<file path="src/sv/pee_pkg.sv">
// shared types, symbol codes and the microcode program of the postfix evaluator
package pee_pkg;

  // status codes of a result word
  localparam logic [1:0] ST_OK    = 2'd0;
  localparam logic [1:0] ST_UNDER = 2'd1;
  localparam logic [1:0] ST_OVER  = 2'd2;
  localparam logic [1:0] ST_DIVZ  = 2'd3;

  // ascii symbols
  localparam logic [7:0] SYM_ZERO = 8'd48;
  localparam logic [7:0] SYM_NINE = 8'd57;
  localparam logic [7:0] SYM_POW  = 8'h5e;
  localparam logic [7:0] SYM_MUL  = 8'h2a;
  localparam logic [7:0] SYM_DIV  = 8'h2f;
  localparam logic [7:0] SYM_ADD  = 8'h2b;
  localparam logic [7:0] SYM_SUB  = 8'h2d;

  typedef enum logic [2:0] {
    OP_NONE,
    OP_ADD,
    OP_SUB,
    OP_MUL,
    OP_DIV,
    OP_POW
  } alu_op_e;

  typedef enum logic [3:0] {
    C_NEXT,
    C_JUMP,
    C_NO_IN,
    C_ERR,
    C_DIGIT,
    C_LT2,
    C_BUSY,
    C_DIVZ,
    C_NOPUSH,
    C_FULL,
    C_NOT_LAST,
    C_OUT_FULL
  } cond_e;

  typedef enum logic {
    RD_TOP,
    RD_SECOND
  } rd_e;

  typedef enum logic [1:0] {
    WR_NONE,
    WR_DIGIT,
    WR_RESULT
  } wr_e;

  typedef enum logic [2:0] {
    SP_HOLD,
    SP_INC,
    SP_DEC1,
    SP_DEC2,
    SP_CLEAR
  } sp_e;

  localparam int unsigned STEP_W = 5;
  typedef logic [STEP_W-1:0] step_t;

  // program addresses
  localparam step_t S_FETCH  = 5'd0;
  localparam step_t S_CHKERR = 5'd1;
  localparam step_t S_CHKDIG = 5'd2;
  localparam step_t S_CHKLT2 = 5'd3;
  localparam step_t S_RDTOP  = 5'd4;
  localparam step_t S_RDSEC  = 5'd5;
  localparam step_t S_START  = 5'd6;
  localparam step_t S_WAIT   = 5'd7;
  localparam step_t S_CHKDZ  = 5'd8;
  localparam step_t S_CHKNP  = 5'd9;
  localparam step_t S_PUSH   = 5'd10;
  localparam step_t S_POP2   = 5'd11;
  localparam step_t S_UND    = 5'd12;
  localparam step_t S_DZ     = 5'd13;
  localparam step_t S_DIG    = 5'd14;
  localparam step_t S_WRDIG  = 5'd15;
  localparam step_t S_OVR    = 5'd16;
  localparam step_t S_END    = 5'd17;
  localparam step_t S_OWAIT  = 5'd18;
  localparam step_t S_RDOUT  = 5'd19;
  localparam step_t S_EMIT   = 5'd20;

  typedef struct packed {
    cond_e      cond;
    step_t      target;
    logic       accept;
    rd_e        rd;
    logic       ld_right;
    logic       alu_start;
    wr_e        wr;
    sp_e        sp;
    logic [1:0] err_set;
    logic       emit;
  } ctrl_t;

  typedef struct packed {
    logic in_valid;
    logic err;
    logic digit;
    logic lt2;
    logic full;
    logic alu_busy;
    logic divz;
    logic nopush;
    logic not_last;
    logic out_full;
  } stat_t;

  function automatic ctrl_t ucode(input step_t addr);
    ctrl_t c;
    c.cond      = C_NEXT;
    c.target    = S_FETCH;
    c.accept    = 1'b0;
    c.rd        = RD_TOP;
    c.ld_right  = 1'b0;
    c.alu_start = 1'b0;
    c.wr        = WR_NONE;
    c.sp        = SP_HOLD;
    c.err_set   = ST_OK;
    c.emit      = 1'b0;
    case (addr)
      S_FETCH: begin
        c.accept = 1'b1;
        c.cond   = C_NO_IN;
        c.target = S_FETCH;
      end
      S_CHKERR: begin
        c.cond   = C_ERR;
        c.target = S_END;
      end
      S_CHKDIG: begin
        c.cond   = C_DIGIT;
        c.target = S_DIG;
      end
      S_CHKLT2: begin
        c.cond   = C_LT2;
        c.target = S_UND;
      end
      S_RDTOP: begin
        c.rd = RD_TOP;
      end
      S_RDSEC: begin
        c.rd       = RD_SECOND;
        c.ld_right = 1'b1;
      end
      S_START: begin
        c.alu_start = 1'b1;
      end
      S_WAIT: begin
        c.cond   = C_BUSY;
        c.target = S_WAIT;
      end
      S_CHKDZ: begin
        c.cond   = C_DIVZ;
        c.target = S_DZ;
      end
      S_CHKNP: begin
        c.cond   = C_NOPUSH;
        c.target = S_POP2;
      end
      S_PUSH: begin
        c.wr     = WR_RESULT;
        c.sp     = SP_DEC1;
        c.cond   = C_JUMP;
        c.target = S_END;
      end
      S_POP2: begin
        c.sp     = SP_DEC2;
        c.cond   = C_JUMP;
        c.target = S_END;
      end
      S_UND: begin
        c.err_set = ST_UNDER;
        c.cond    = C_JUMP;
        c.target  = S_END;
      end
      S_DZ: begin
        c.err_set = ST_DIVZ;
        c.cond    = C_JUMP;
        c.target  = S_END;
      end
      S_DIG: begin
        c.cond   = C_FULL;
        c.target = S_OVR;
      end
      S_WRDIG: begin
        c.wr     = WR_DIGIT;
        c.sp     = SP_INC;
        c.cond   = C_JUMP;
        c.target = S_END;
      end
      S_OVR: begin
        c.err_set = ST_OVER;
        c.cond    = C_JUMP;
        c.target  = S_END;
      end
      S_END: begin
        c.cond   = C_NOT_LAST;
        c.target = S_FETCH;
      end
      S_OWAIT: begin
        c.cond   = C_OUT_FULL;
        c.target = S_OWAIT;
      end
      S_RDOUT: begin
        c.rd = RD_TOP;
      end
      S_EMIT: begin
        c.emit   = 1'b1;
        c.sp     = SP_CLEAR;
        c.cond   = C_JUMP;
        c.target = S_FETCH;
      end
      default: begin
        c.cond   = C_JUMP;
        c.target = S_FETCH;
      end
    endcase
    return c;
  endfunction

endpackage

</file>
<file path="src/sv/postfix_expression_evaluator_unit.sv">
// top level of the postfix expression evaluator
//
//   channel  direction  handshake                 word
//   in       input      in_valid_i / in_stall_o   symbol_i, last_i
//   out      output     out_valid_o / out_stall_i value_o, status_o
//
// a digit is pushed on the stack; + - * and other symbols take two operands
// divide works one quotient bit a cycle, power by repeated multiply and square
// (multiply and square share one multiplier); the last word adds the output steps
// after reset the stack is empty; the stack memory itself is not cleared
// in_stall_o is low only while waiting for a word; a result waits in the
// output register and blocks a further result only while out_stall_i holds
module postfix_expression_evaluator_unit
  import pee_pkg::*;
#(
  parameter int unsigned STACK_DEPTH = 32
) (
  input  logic        clk_i,
  input  logic        rst_ni,
  input  logic        in_valid_i,
  output logic        in_stall_o,
  input  logic [7:0]  symbol_i,
  input  logic        last_i,
  output logic        out_valid_o,
  input  logic        out_stall_i,
  output logic [31:0] value_o,
  output logic [1:0]  status_o
);

  localparam int unsigned SP_W = $clog2(STACK_DEPTH + 1);
  localparam int unsigned AW   = (STACK_DEPTH > 1) ? $clog2(STACK_DEPTH) : 1;

  ctrl_t       ctrl;
  stat_t       stat;

  logic [7:0]  sym_q;
  logic        last_q;
  logic [SP_W-1:0] sp_q;
  logic [SP_W-1:0] sp_m1;
  logic [SP_W-1:0] sp_m2;
  logic [1:0]  err_q;
  logic [31:0] right_q;
  logic        out_valid_q;
  logic [31:0] value_q;
  logic [1:0]  status_q;

  logic        ram_we;
  logic [AW-1:0] ram_waddr;
  logic [31:0] ram_wdata;
  logic [AW-1:0] ram_raddr;
  logic [31:0] ram_rdata;

  alu_op_e     alu_op;
  logic        alu_busy;
  logic        alu_divz;
  logic [31:0] alu_result;
  logic        is_digit;
  logic [7:0]  digit_val;

  assign sp_m1     = sp_q - SP_W'(1);
  assign sp_m2     = sp_q - SP_W'(2);
  assign is_digit  = (sym_q >= SYM_ZERO) && (sym_q <= SYM_NINE);
  assign digit_val = sym_q - SYM_ZERO;

  always_comb begin
    case (sym_q)
      SYM_POW: alu_op = OP_POW;
      SYM_MUL: alu_op = OP_MUL;
      SYM_DIV: alu_op = OP_DIV;
      SYM_ADD: alu_op = OP_ADD;
      SYM_SUB: alu_op = OP_SUB;
      default: alu_op = OP_NONE;
    endcase
  end

  always_comb begin
    stat.in_valid = in_valid_i;
    stat.err      = (err_q != ST_OK);
    stat.digit    = is_digit;
    stat.lt2      = (sp_q < SP_W'(2));
    stat.full     = (sp_q >= SP_W'(STACK_DEPTH));
    stat.alu_busy = alu_busy;
    stat.divz     = alu_divz;
    stat.nopush   = (alu_op == OP_NONE);
    stat.not_last = !last_q;
    stat.out_full = out_valid_q && out_stall_i;
  end

  pee_seq u_seq (
    .clk_i  (clk_i),
    .rst_ni (rst_ni),
    .stat_i (stat),
    .ctrl_o (ctrl)
  );

  // stack memory port selection
  always_comb begin
    ram_we    = 1'b0;
    ram_waddr = sp_q[AW-1:0];
    ram_wdata = {24'd0, digit_val};
    case (ctrl.wr)
      WR_DIGIT: begin
        ram_we = 1'b1;
      end
      WR_RESULT: begin
        ram_we    = 1'b1;
        ram_waddr = sp_m2[AW-1:0];
        ram_wdata = alu_result;
      end
      default: ram_we = 1'b0;
    endcase
    ram_raddr = (ctrl.rd == RD_SECOND) ? sp_m2[AW-1:0] : sp_m1[AW-1:0];
  end

  pee_ram #(
    .WIDTH (32),
    .DEPTH (STACK_DEPTH)
  ) u_stack (
    .clk_i   (clk_i),
    .we_i    (ram_we),
    .waddr_i (ram_waddr),
    .wdata_i (ram_wdata),
    .raddr_i (ram_raddr),
    .rdata_o (ram_rdata)
  );

  // left operand comes straight from the memory read in the start step
  pee_alu u_alu (
    .clk_i    (clk_i),
    .rst_ni   (rst_ni),
    .start_i  (ctrl.alu_start),
    .op_i     (alu_op),
    .a_i      (ram_rdata),
    .b_i      (right_q),
    .busy_o   (alu_busy),
    .divz_o   (alu_divz),
    .result_o (alu_result)
  );

  always_ff @(posedge clk_i or negedge rst_ni) begin
    if (!rst_ni) begin
      sym_q       <= '0;
      last_q      <= 1'b0;
      sp_q        <= '0;
      err_q       <= ST_OK;
      right_q     <= '0;
      out_valid_q <= 1'b0;
      value_q     <= '0;
      status_q    <= ST_OK;
    end else begin
      if (ctrl.accept && in_valid_i) begin
        sym_q  <= symbol_i;
        last_q <= last_i;
      end
      if (ctrl.ld_right) begin
        right_q <= ram_rdata;
      end
      case (ctrl.sp)
        SP_INC:   sp_q <= sp_q + SP_W'(1);
        SP_DEC1:  sp_q <= sp_m1;
        SP_DEC2:  sp_q <= sp_m2;
        SP_CLEAR: sp_q <= '0;
        default:  sp_q <= sp_q;
      endcase
      if (ctrl.emit) begin
        err_q <= ST_OK;
      end else if (ctrl.err_set != ST_OK) begin
        err_q <= ctrl.err_set;
      end
      if (ctrl.emit) begin
        out_valid_q <= 1'b1;
        if (err_q != ST_OK) begin
          value_q  <= '0;
          status_q <= err_q;
        end else if (sp_q == '0) begin
          value_q  <= '0;
          status_q <= ST_UNDER;
        end else begin
          value_q  <= ram_rdata;
          status_q <= ST_OK;
        end
      end else if (!out_stall_i) begin
        out_valid_q <= 1'b0;
      end
    end
  end

  assign in_stall_o  = !ctrl.accept;
  assign out_valid_o = out_valid_q;
  assign value_o     = value_q;
  assign status_o    = status_q;

  a_sp_bound : assert property (@(posedge clk_i) disable iff (!rst_ni)
    sp_q <= SP_W'(STACK_DEPTH))
    else $error("stack pointer beyond depth");

  a_no_accept_busy : assert property (@(posedge clk_i) disable iff (!rst_ni)
    (in_valid_i && !in_stall_o) |-> !alu_busy)
    else $error("word accepted while arithmetic unit busy");

  a_err_value_zero : assert property (@(posedge clk_i) disable iff (!rst_ni)
    (out_valid_o && (status_o != ST_OK)) |-> (value_o == 32'd0))
    else $error("nonzero value with error status");

  a_emit_clears : assert property (@(posedge clk_i) disable iff (!rst_ni)
    ctrl.emit |=> ((sp_q == '0) && (err_q == ST_OK) && out_valid_o))
    else $error("stack or error not cleared after result");

endmodule

</file>
<file path="src/sv/pee_ram.sv">
// generic single-port-write ram with registered read
module pee_ram #(
  parameter int unsigned WIDTH = 32,
  parameter int unsigned DEPTH = 32,
  localparam int unsigned AW = (DEPTH > 1) ? $clog2(DEPTH) : 1
) (
  input  logic             clk_i,
  input  logic             we_i,
  input  logic [AW-1:0]    waddr_i,
  input  logic [WIDTH-1:0] wdata_i,
  input  logic [AW-1:0]    raddr_i,
  output logic [WIDTH-1:0] rdata_o
);

  logic [WIDTH-1:0] mem_q [DEPTH];
  logic [WIDTH-1:0] rdata_q;

  always_ff @(posedge clk_i) begin
    if (we_i) begin
      mem_q[waddr_i] <= wdata_i;
    end
    rdata_q <= mem_q[raddr_i];
  end

  assign rdata_o = rdata_q;

endmodule

</file>
<file path="src/sv/pee_alu.sv">
// arithmetic unit: add, subtract, multiply, iterative divide and power
module pee_alu
  import pee_pkg::*;
(
  input  logic        clk_i,
  input  logic        rst_ni,
  input  logic        start_i,
  input  alu_op_e     op_i,
  input  logic [31:0] a_i,
  input  logic [31:0] b_i,
  output logic        busy_o,
  output logic        divz_o,
  output logic [31:0] result_o
);

  typedef enum logic [2:0] {
    A_IDLE,
    A_DIV,
    A_DIVFIX,
    A_POWMUL,
    A_POWSQR
  } alu_state_e;

  alu_state_e  state_q;
  logic [31:0] res_q;
  logic        divz_q;
  logic [31:0] acc_q;
  logic [31:0] base_q;
  logic [31:0] exp_q;
  logic [31:0] rem_q;
  logic [31:0] quo_q;
  logic [31:0] den_q;
  logic        neg_q;
  logic [4:0]  cnt_q;

  logic [31:0] mul_x;
  logic [31:0] mul_y;
  logic [31:0] prod;
  logic [32:0] sh;
  logic [32:0] diff;
  logic [31:0] mag_a;
  logic [31:0] mag_b;

  // one shared multiplier, operands picked by state
  always_comb begin
    case (state_q)
      A_POWMUL: begin
        mul_x = acc_q;
        mul_y = base_q;
      end
      A_POWSQR: begin
        mul_x = base_q;
        mul_y = base_q;
      end
      default: begin
        mul_x = a_i;
        mul_y = b_i;
      end
    endcase
  end

  assign prod  = mul_x * mul_y;
  assign sh    = {rem_q, quo_q[31]};
  assign diff  = sh - {1'b0, den_q};
  assign mag_a = a_i[31] ? (32'd0 - a_i) : a_i;
  assign mag_b = b_i[31] ? (32'd0 - b_i) : b_i;

  always_ff @(posedge clk_i or negedge rst_ni) begin
    if (!rst_ni) begin
      state_q <= A_IDLE;
      res_q   <= '0;
      divz_q  <= 1'b0;
      acc_q   <= '0;
      base_q  <= '0;
      exp_q   <= '0;
      rem_q   <= '0;
      quo_q   <= '0;
      den_q   <= '0;
      neg_q   <= 1'b0;
      cnt_q   <= '0;
    end else begin
      case (state_q)
        A_IDLE: begin
          if (start_i) begin
            divz_q <= 1'b0;
            case (op_i)
              OP_ADD: res_q <= a_i + b_i;
              OP_SUB: res_q <= a_i - b_i;
              OP_MUL: res_q <= prod;
              OP_DIV: begin
                if (b_i == 32'd0) begin
                  divz_q <= 1'b1;
                end else begin
                  rem_q   <= '0;
                  quo_q   <= mag_a;
                  den_q   <= mag_b;
                  neg_q   <= a_i[31] ^ b_i[31];
                  cnt_q   <= '0;
                  state_q <= A_DIV;
                end
              end
              OP_POW: begin
                if (b_i[31]) begin
                  // negative exponent: only unit bases survive
                  if (a_i == 32'd0) begin
                    divz_q <= 1'b1;
                  end else if (a_i == 32'd1) begin
                    res_q <= 32'd1;
                  end else if (a_i == 32'hffff_ffff) begin
                    res_q <= b_i[0] ? 32'hffff_ffff : 32'd1;
                  end else begin
                    res_q <= 32'd0;
                  end
                end else begin
                  acc_q   <= 32'd1;
                  base_q  <= a_i;
                  exp_q   <= b_i;
                  state_q <= A_POWMUL;
                end
              end
              default: res_q <= res_q;
            endcase
          end
        end
        A_DIV: begin
          if (!diff[32]) begin
            rem_q <= diff[31:0];
          end else begin
            rem_q <= sh[31:0];
          end
          quo_q <= {quo_q[30:0], !diff[32]};
          cnt_q <= cnt_q + 5'd1;
          if (cnt_q == 5'd31) begin
            state_q <= A_DIVFIX;
          end
        end
        A_DIVFIX: begin
          res_q   <= neg_q ? (32'd0 - quo_q) : quo_q;
          state_q <= A_IDLE;
        end
        A_POWMUL: begin
          if (exp_q == 32'd0) begin
            res_q   <= acc_q;
            state_q <= A_IDLE;
          end else begin
            if (exp_q[0]) begin
              acc_q <= prod;
            end
            state_q <= A_POWSQR;
          end
        end
        A_POWSQR: begin
          base_q  <= prod;
          exp_q   <= {1'b0, exp_q[31:1]};
          state_q <= A_POWMUL;
        end
        default: state_q <= A_IDLE;
      endcase
    end
  end

  assign busy_o   = (state_q != A_IDLE);
  assign divz_o   = divz_q;
  assign result_o = res_q;

endmodule

</file>
<file path="src/sv/pee_seq.sv">
// microcode sequencer: step counter, program rom and conditional jumps
module pee_seq
  import pee_pkg::*;
(
  input  logic  clk_i,
  input  logic  rst_ni,
  input  stat_t stat_i,
  output ctrl_t ctrl_o
);

  step_t pc_q;
  step_t pc_d;
  ctrl_t ctrl;
  logic  taken;

  assign ctrl = ucode(pc_q);

  always_comb begin
    case (ctrl.cond)
      C_NEXT:     taken = 1'b0;
      C_JUMP:     taken = 1'b1;
      C_NO_IN:    taken = !stat_i.in_valid;
      C_ERR:      taken = stat_i.err;
      C_DIGIT:    taken = stat_i.digit;
      C_LT2:      taken = stat_i.lt2;
      C_BUSY:     taken = stat_i.alu_busy;
      C_DIVZ:     taken = stat_i.divz;
      C_NOPUSH:   taken = stat_i.nopush;
      C_FULL:     taken = stat_i.full;
      C_NOT_LAST: taken = stat_i.not_last;
      C_OUT_FULL: taken = stat_i.out_full;
      default:    taken = 1'b1;
    endcase
    pc_d = taken ? ctrl.target : pc_q + step_t'(1);
  end

  always_ff @(posedge clk_i or negedge rst_ni) begin
    if (!rst_ni) begin
      pc_q <= S_FETCH;
    end else begin
      pc_q <= pc_d;
    end
  end

  assign ctrl_o = ctrl;

endmodule
</file>
<file path="config.mk">
export PLATFORM = sky130hd
export DESIGN_NAME = postfix_expression_evaluator_unit
export DESIGN_NICKNAME = d
export VERILOG_FILES = /design/src/sv/pee_pkg.sv /design/src/sv/postfix_expression_evaluator_unit.sv /design/src/sv/pee_ram.sv /design/src/sv/pee_alu.sv /design/src/sv/pee_seq.sv
export SDC_FILE = /design/constraint.sdc
export NUM_CORES = 2
export LEC_CHECK = 0
export ABC_AREA = 1
export BUFFER_PORTS_ARGS = -buffer_cell sky130_fd_sc_hd__buf_2
export CORE_UTILIZATION = 30
export CTS_CLUSTER_SIZE = 40
export DETAILED_ROUTE_END_ITERATION = 16
export PLACE_DENSITY = 0.54
export SETUP_SLACK_MARGIN = 0.2
export SYNTH_ARGS = -nofsm -noshare
export SYNTH_HDL_FRONTEND = slang
export SYNTH_SLANG_ARGS = --single-unit
</file>
<file path="constraint.sdc">
create_clock -name clk_i -period 7.6 [get_ports clk_i]
set_clock_uncertainty 0.2 [all_clocks]
set_input_delay 2.28 -clock clk_i [delete_from_list [all_inputs] [get_ports clk_i]]
set_output_delay 2.28 -clock clk_i [all_outputs]
set_load 0.01 [all_outputs]
</file>
-- Word level (Yosys, flattened, before mapping)
Memory sizes are Yosys's and may differ from the RTL's. A register that Yosys moved wholly into a read port is not among the register bits.
Index checks and enable logic that the tools add are counted.
- memories: 1
- logic and storage cells: 222
- input port bits: 13
- output and inout bits: 36
- bits in writable memories: 1024
- register bits after elaboration: 323
- memory list (name ; depth ; bits a word ; read ports ; clocked after Yosys merged registers in ; write ports ; line ; source):
    u_stack.mem_q ; 32 ; 32 ; 1 ; 1 ; 1 ; pee_ram.sv:15 ; logic [WIDTH-1:0] mem_q [DEPTH];
- $mul: 1
- $add $sub $neg: 12
- bitwise logic cells: 2
- magnitude comparators: 4
- equality and inequality tests: 69
- mux-type cells: 78
- reductions and logical operators: 35
- operators with widths (cell ; number):
    two-way mux 32 bit ; 32
    case mux 32 bit (2 select lines) ; 6
    case mux 32 bit (4 select lines) ; 1
    case mux 9 bit (12 select lines) ; 1
    logical NOT 32 bit ; 3
    case mux 32 bit (3 select lines) ; 1
    subtractor 1 x 32 -> 32 bit (first input constant) ; 3
    == test 5 x 4 -> 1 bit (second input constant) ; 8
    subtractor 33 x 32 -> 33 bit ; 1
    adder 32 bit ; 1
    == test 32 x 1 -> 1 bit (second input constant) ; 1
    == test 32 bit (second input constant) ; 1
    == test 8 x 6 -> 1 bit (second input constant) ; 4
    multiplier 32 x 32 -> 32 bit ; 1
    subtractor 32 bit ; 1
    == test 5 bit (second input constant) ; 6
    two-way mux 5 bit ; 6
    case mux 3 bit (4 select lines) ; 2
    case mux 6 bit (4 select lines) ; 1
    == test 5 x 3 -> 1 bit (second input constant) ; 4
    == test 3 x 2 -> 1 bit (second input constant) ; 6
    == test 4 x 3 -> 1 bit (second input constant) ; 4
    == test 4 bit (second input constant) ; 4
    two-way mux 3 bit ; 5
    other kinds (48) ; 98

-- Depth between registers and ports, before layout
- depth in word-level cells: 8
- depth in mapped cells: 45
- mapped depth without buffers: 43

-- Cells and area by module
From an unflattened synthesis, not the netlist that was laid out.
- cells, all modules: 8845
- area, all modules: 81610.8 sq um
- by module, submodules not included (module ; seq. area each (sq um) ; cells an instance ; instances ; area an instance (sq um)):
    pee_ram ; 31390.1 ; 3536 ; 1 ; 42405.7
    pee_alu ; 5830.6 ; 4632 ; 1 ; 33920.0
    postfix_expression_evaluator_unit ; 2102.0 ; 528 ; 1 ; 4219.0
    pee_seq ; 125.1 ; 149 ; 1 ; 1066.0

-- Least setup slack after synthesis
No wires, ideal clock.
- kind: flip-flop to flip-flop
- start: register u_alu.state_q[2]
- end: register u_alu.res_q[29], in the netlist u_alu.result_o[29]
- slack: -0.443 ns
- stages on the path, launching flop included: 33
- arrival time: 7.761 ns
- cells stage by stage: dfrtp_1 buf_4 inv_2 nand3_4 nand2_4 buf_4 o21ai_0 clkbuf_1 inv_1 clkbuf_1 nand2_1 fa_1 fa_1 fa_1 fa_1 fa_1 inv_1 fa_1 fa_1 fa_1 ha_1 nand2_1 nor4_1 nand3_1 nand3_1 inv_1 o31ai_1 a21oi_1 xor2_1 nand2_1 nand3_1 nand2_1 a31oi_1
- cells in the longest elaborated chain, start to end: 7
- elaborated cells between the ends (all ways): 18
- RTL lines (what ; line ; source):
    start: declaration ; pee_alu.sv:24 ; alu_state_e state_q;
    start signal: assignment ; pee_alu.sv:70 ; state_q <= A_IDLE;
    start signal: assignment ; pee_alu.sv:99 ; state_q <= A_DIV;
    start signal: assignment ; pee_alu.sv:118 ; state_q <= A_POWMUL;
    == test 3 bit or == test 3 x 2 -> 1 bit (tied branches) ; pee_alu.sv:46, pee_alu.sv:82 ;
    OR reduction 2 bit (no line) ; - ;
    two-way mux 32 bit ; pee_alu.sv:46 ; case (state_q)
    multiplier 32 x 32 -> 32 bit ; pee_alu.sv:62 ; assign prod = mul_x * mul_y;
    case mux 32 bit (4 select lines) ; pee_alu.sv:86 ; case (op_i)
    two-way mux 32 bit ; pee_alu.sv:84 ; if (start_i) begin
    case mux 32 bit (3 select lines) ; pee_alu.sv:82 ; case (state_q)
    end signal: assignment ; pee_alu.sv:87 ; OP_ADD: res_q <= a_i + b_i;
    end signal: assignment ; pee_alu.sv:88 ; OP_SUB: res_q <= a_i - b_i;
    end signal: assignment ; pee_alu.sv:89 ; OP_MUL: res_q <= prod;
    end: declaration ; pee_alu.sv:25 ; logic [31:0] res_q;
Parallel ways exist; a longest one is shown, timed or not. The select of a mux whose other input is x is not followed.
A chain may end at the register's enable or synchronous reset.

-- Final worst setup path
- start: register u_alu.state_q[1]
- end: register u_alu.res_q[30], in the netlist u_alu.result_o[30]
Same word-level chain as after synthesis.

==> results.json <==
{
  "status": "finished with violations",
  "violations": "negative setup slack",
  "wl_per_cell_um": 24.41,
  "critPathTopFamily": "adder cells",
  "clock_sinks": 1378,
  "netlist_instances": 8053,
  "drt-total-wl_um": 298700,
  "clockBufferDepth": 3,
  "vias": 63980,
  "cts_tree": "built",
  "relSlewSlack": 0.08327,
  "async_flop_share": 0.2337,
  "wl_met3_um": 22310,
  "root_buffer": "clkbuf_16",
  "placed_area_um2": 87600,
  "max_stage_delay_ns": 0.59,
  "endpoint_kind": "flip-flop",
  "worstPathRequired_ns": 8.12,
  "final_max_slew_viol_count": 0,
  "dp_hpwl_um": 206500,
  "dieHeight_um": 514,
  "setup_violations": 56,
  "ys_seq_area_frac": 0.5016,
  "synth-main-ff-cell": "edfxtp_1",
  "synth_top_area_frac": 0.3910,
  "htreeDepth": 4,
  "arrival_ns": 8.72,
  "dr.first_iter.drc_count": 7117,
  "critPathKind": "flip-flop to flip-flop",
  "top_layer": "met5",
  "m1WireLength_um": 127500,
  "layout.nets": 9254,
  "vias_per_cell": 5.228,
  "row_count": 187,
  "tightestPinTransition_ns": 1.372,
  "rsz0062_at_grt": "yes",
  "grt_max_degree": 165,
  "avgSynthCellArea_um2": 9.766,
  "wl_met2_um": 134900,
  "drive_above_1_share": 0.1817,
  "numCtsBuffers": 150,
  "path_common_cell": "fa_1",
  "cpMaxStageDelayCell": "fa_1",
  "fmax_mhz": 121.9,
  "synth_nets": 8686,
  "antenna_found_initial": 8,
  "hold_violations": 0,
  "dr.pass1.iters": 6,
  "initial_utilization": 0.3023,
  "stdcell_area_um2": 96050,
  "finalCoreUtilization": 0.3692,
  "cts.clk_slew.worst_paths_ns": 0.07,
  "drv_cap": 0,
  "ys_types": 69,
  "period_share": 1.080,
  "ys_top_cells_by_area": "edfxtp_1 (39%), fa_1 (10%), dfrtp_1 (10%), o21ai_0 (6.3%), nand2_1 (6.0%)",
  "yosys_warnings": 0,
  "syn_area_um2": 78640,
  "cp.buffers_inverters": 9,
  "io_pins": 49,
  "grt_pass1_vias": 62530,
  "antenna_left": 0,
  "grt_pass1_wl_um": 433500,
  "clock_latency_ns": 0.82,
  "port_buffers": 48,
  "worst_slack_ns": -0.6056,
  "hold_buffers": 0,
  "die_x_um": 514,
  "syn_to_final_growth_pct": 22.13,
  "coreArea_um2": 260200,
  "yosysTopAreaCell": "edfxtp_1",
  "gp_congestion": 1.009,
  "drc": 0,
  "period_minus_slack_ns": 8.206,
  "grt.total_usage": 0.2221,
  "crit_path_max_fanout": 7,
  "fp.dieArea_um2": 264200,
  "start_kind": "flip-flop",
  "synth-seq-cells": 1378,
  "grt-ovfl-total": 0,
  "hold_class": "flip-flop to flip-flop",
  "synth_enable_flop_cells": 1024
}
## cells in the mapped netlist, types with 8 or more instances
| master | instances |
|---|---|
| a21oi_1 | 197 |
| a31oi_1 | 95 |
| buf_1 | 25 |
| buf_2 | 33 |
| buf_4 | 10 |
| clkbuf_1 | 360 |
| clkinv_1 | 9 |
| dfrtp_1 | 322 |
| dfxtp_1 | 32 |
| edfxtp_1 | 1024 |
| fa_1 | 410 |
| ha_1 | 210 |
| inv_1 | 848 |
| inv_2 | 21 |
| nand2_1 | 1262 |
| nand3_1 | 235 |
| nand3b_1 | 14 |
| nand4_1 | 34 |
| nor2_1 | 1128 |
| nor3_1 | 43 |
| nor4_1 | 28 |
| o211ai_1 | 107 |
| o21ai_0 | 993 |
| o21ai_1 | 14 |
| o21ai_2 | 22 |
| o221ai_1 | 213 |
| o22ai_1 | 60 |
| o31ai_1 | 8 |
| o41ai_1 | 30 |
| or2_2 | 12 |
| xnor2_1 | 41 |
| xor2_1 | 98 |
## placed cells by master (no fill, tap or decap), types with 37 or more instances in the layout
master	n
xor2_1	92
nand3_1	219
buf_4	637
nor3_1	39
nand2_1	1198
o21ai_0	924
dfrtp_1	319
buf_12	58
fa_2	58
edfxtp_1	1024
fa_1	352
clkbuf_16	155
nor2_2	46
inv_1	796
o21ai_2	48
inv_2	51
o21ai_1	38
o211ai_1	107
nor2_4	58
a31oi_1	92
buf_2	47
o22ai_1	60
o221ai_1	210
a21oi_1	170
ha_1	176
xnor2_1	37
buf_6	92
nor2_1	1032
nand2_2	51
## timing repair
item | 4_1_cts | 5_1_grt
endpoints found under the setup margin | 66 | 68
cloned | 10 | 0
pin swaps | 100 | 112
resized for setup | 460 | 162
buffers inserted | 104 | 24
## worst paths after layout
check	start	to	slack (ns)	depth (start not counted)
worst min-delay path	value_o[20]$_DFFE_PN0P_	value_o[20]$_DFFE_PN0P_	0.27	2
min in group asynchronous	rst_ni	u_alu.rem_q[8]$_DFFE_PN0P_	1.35	1
max in group asynchronous	rst_ni	u_alu.base_q[27]$_DFFE_PN0P_	4.52	2
worst min register to register	value_o[20]$_DFFE_PN0P_	value_o[20]$_DFFE_PN0P_	0.27	2
worst max-delay path	u_alu.state_q[1]$_DFFE_PN0P_	u_alu.result_o[30]$_DFFE_PN0P_	-0.61	33
worst max register to register	u_alu.state_q[1]$_DFFE_PN0P_	u_alu.result_o[30]$_DFFE_PN0P_	-0.61	33
## cells by family after synthesis
kind of cell | synth area share
and+or+nand+nor | 0.1427
buffers and inverters | 0.06421
adders and majority gates | 0.1378
xor gates and xnor gates | 0.01548
DFF | 0.5016
muxes | 0.0007159
AOI/OAI and AO/OA | 0.1375
## sequential cells by signal, indices dropped and copies added, names as in the netlist, 5 cells and up
name             flops
right_q             32
sp_q                 6
sym_q                8
u_alu.acc_q         32
u_alu.base_q        32
u_alu.cnt_q          5
u_alu.den_q         32
u_alu.exp_q         31
u_alu.quo_q         32
u_alu.rem_q         32
u_alu.result_o      32
u_seq.pc_q           5
u_stack.mem_q     1024
u_stack.rdata_o     32
value_o             32
## stage by stage
stage               TNS, ns  hold WS, ns  setup slack, ns  std cells
floorplan                 0       0.2492         0.004878       8053
global placement     -26.83       0.2599          -0.7833      11830
detailed placement   -30.18       0.2654          -0.8071      11830
CTS                  -12.19       0.2820          -0.4804      12210
global route         -29.22       0.2996          -0.8126      12240
finish               -15.21       0.2746          -0.6056      12240
## tightest hold or removal path, stage by stage, from the launching register on
cell	delay (ns)
dfrtp_1	0.34
nand2_1	0.05
o21ai_0	0.05
## final cells by class
type,instances,area (um2)
diodes,2,5.005
clock buffers,193,4061
clock inverters,78,814.5
fillers,25850,164100
inverters,878,3400
multi-input cells,5365,36430
flip-flops and latches,1378,39450
well taps,3496,4374
repair buffers,846,7492
repair inverters,2,17.52
## metal layers
| layer | GRT usage | vias up |
|---|---|---|
| li1 | - | 28620 |
| met1 | 0.3028 | 32100 |
| met2 | 0.3494 | 2703 |
| met3 | 0.03531 | 551 |
| met4 | 0.09304 | 8 |
| met5 | 0 | - |
Power is not shown: default switching activity piles up to over one toggle a cycle in this logic, so the estimate is an artifact.
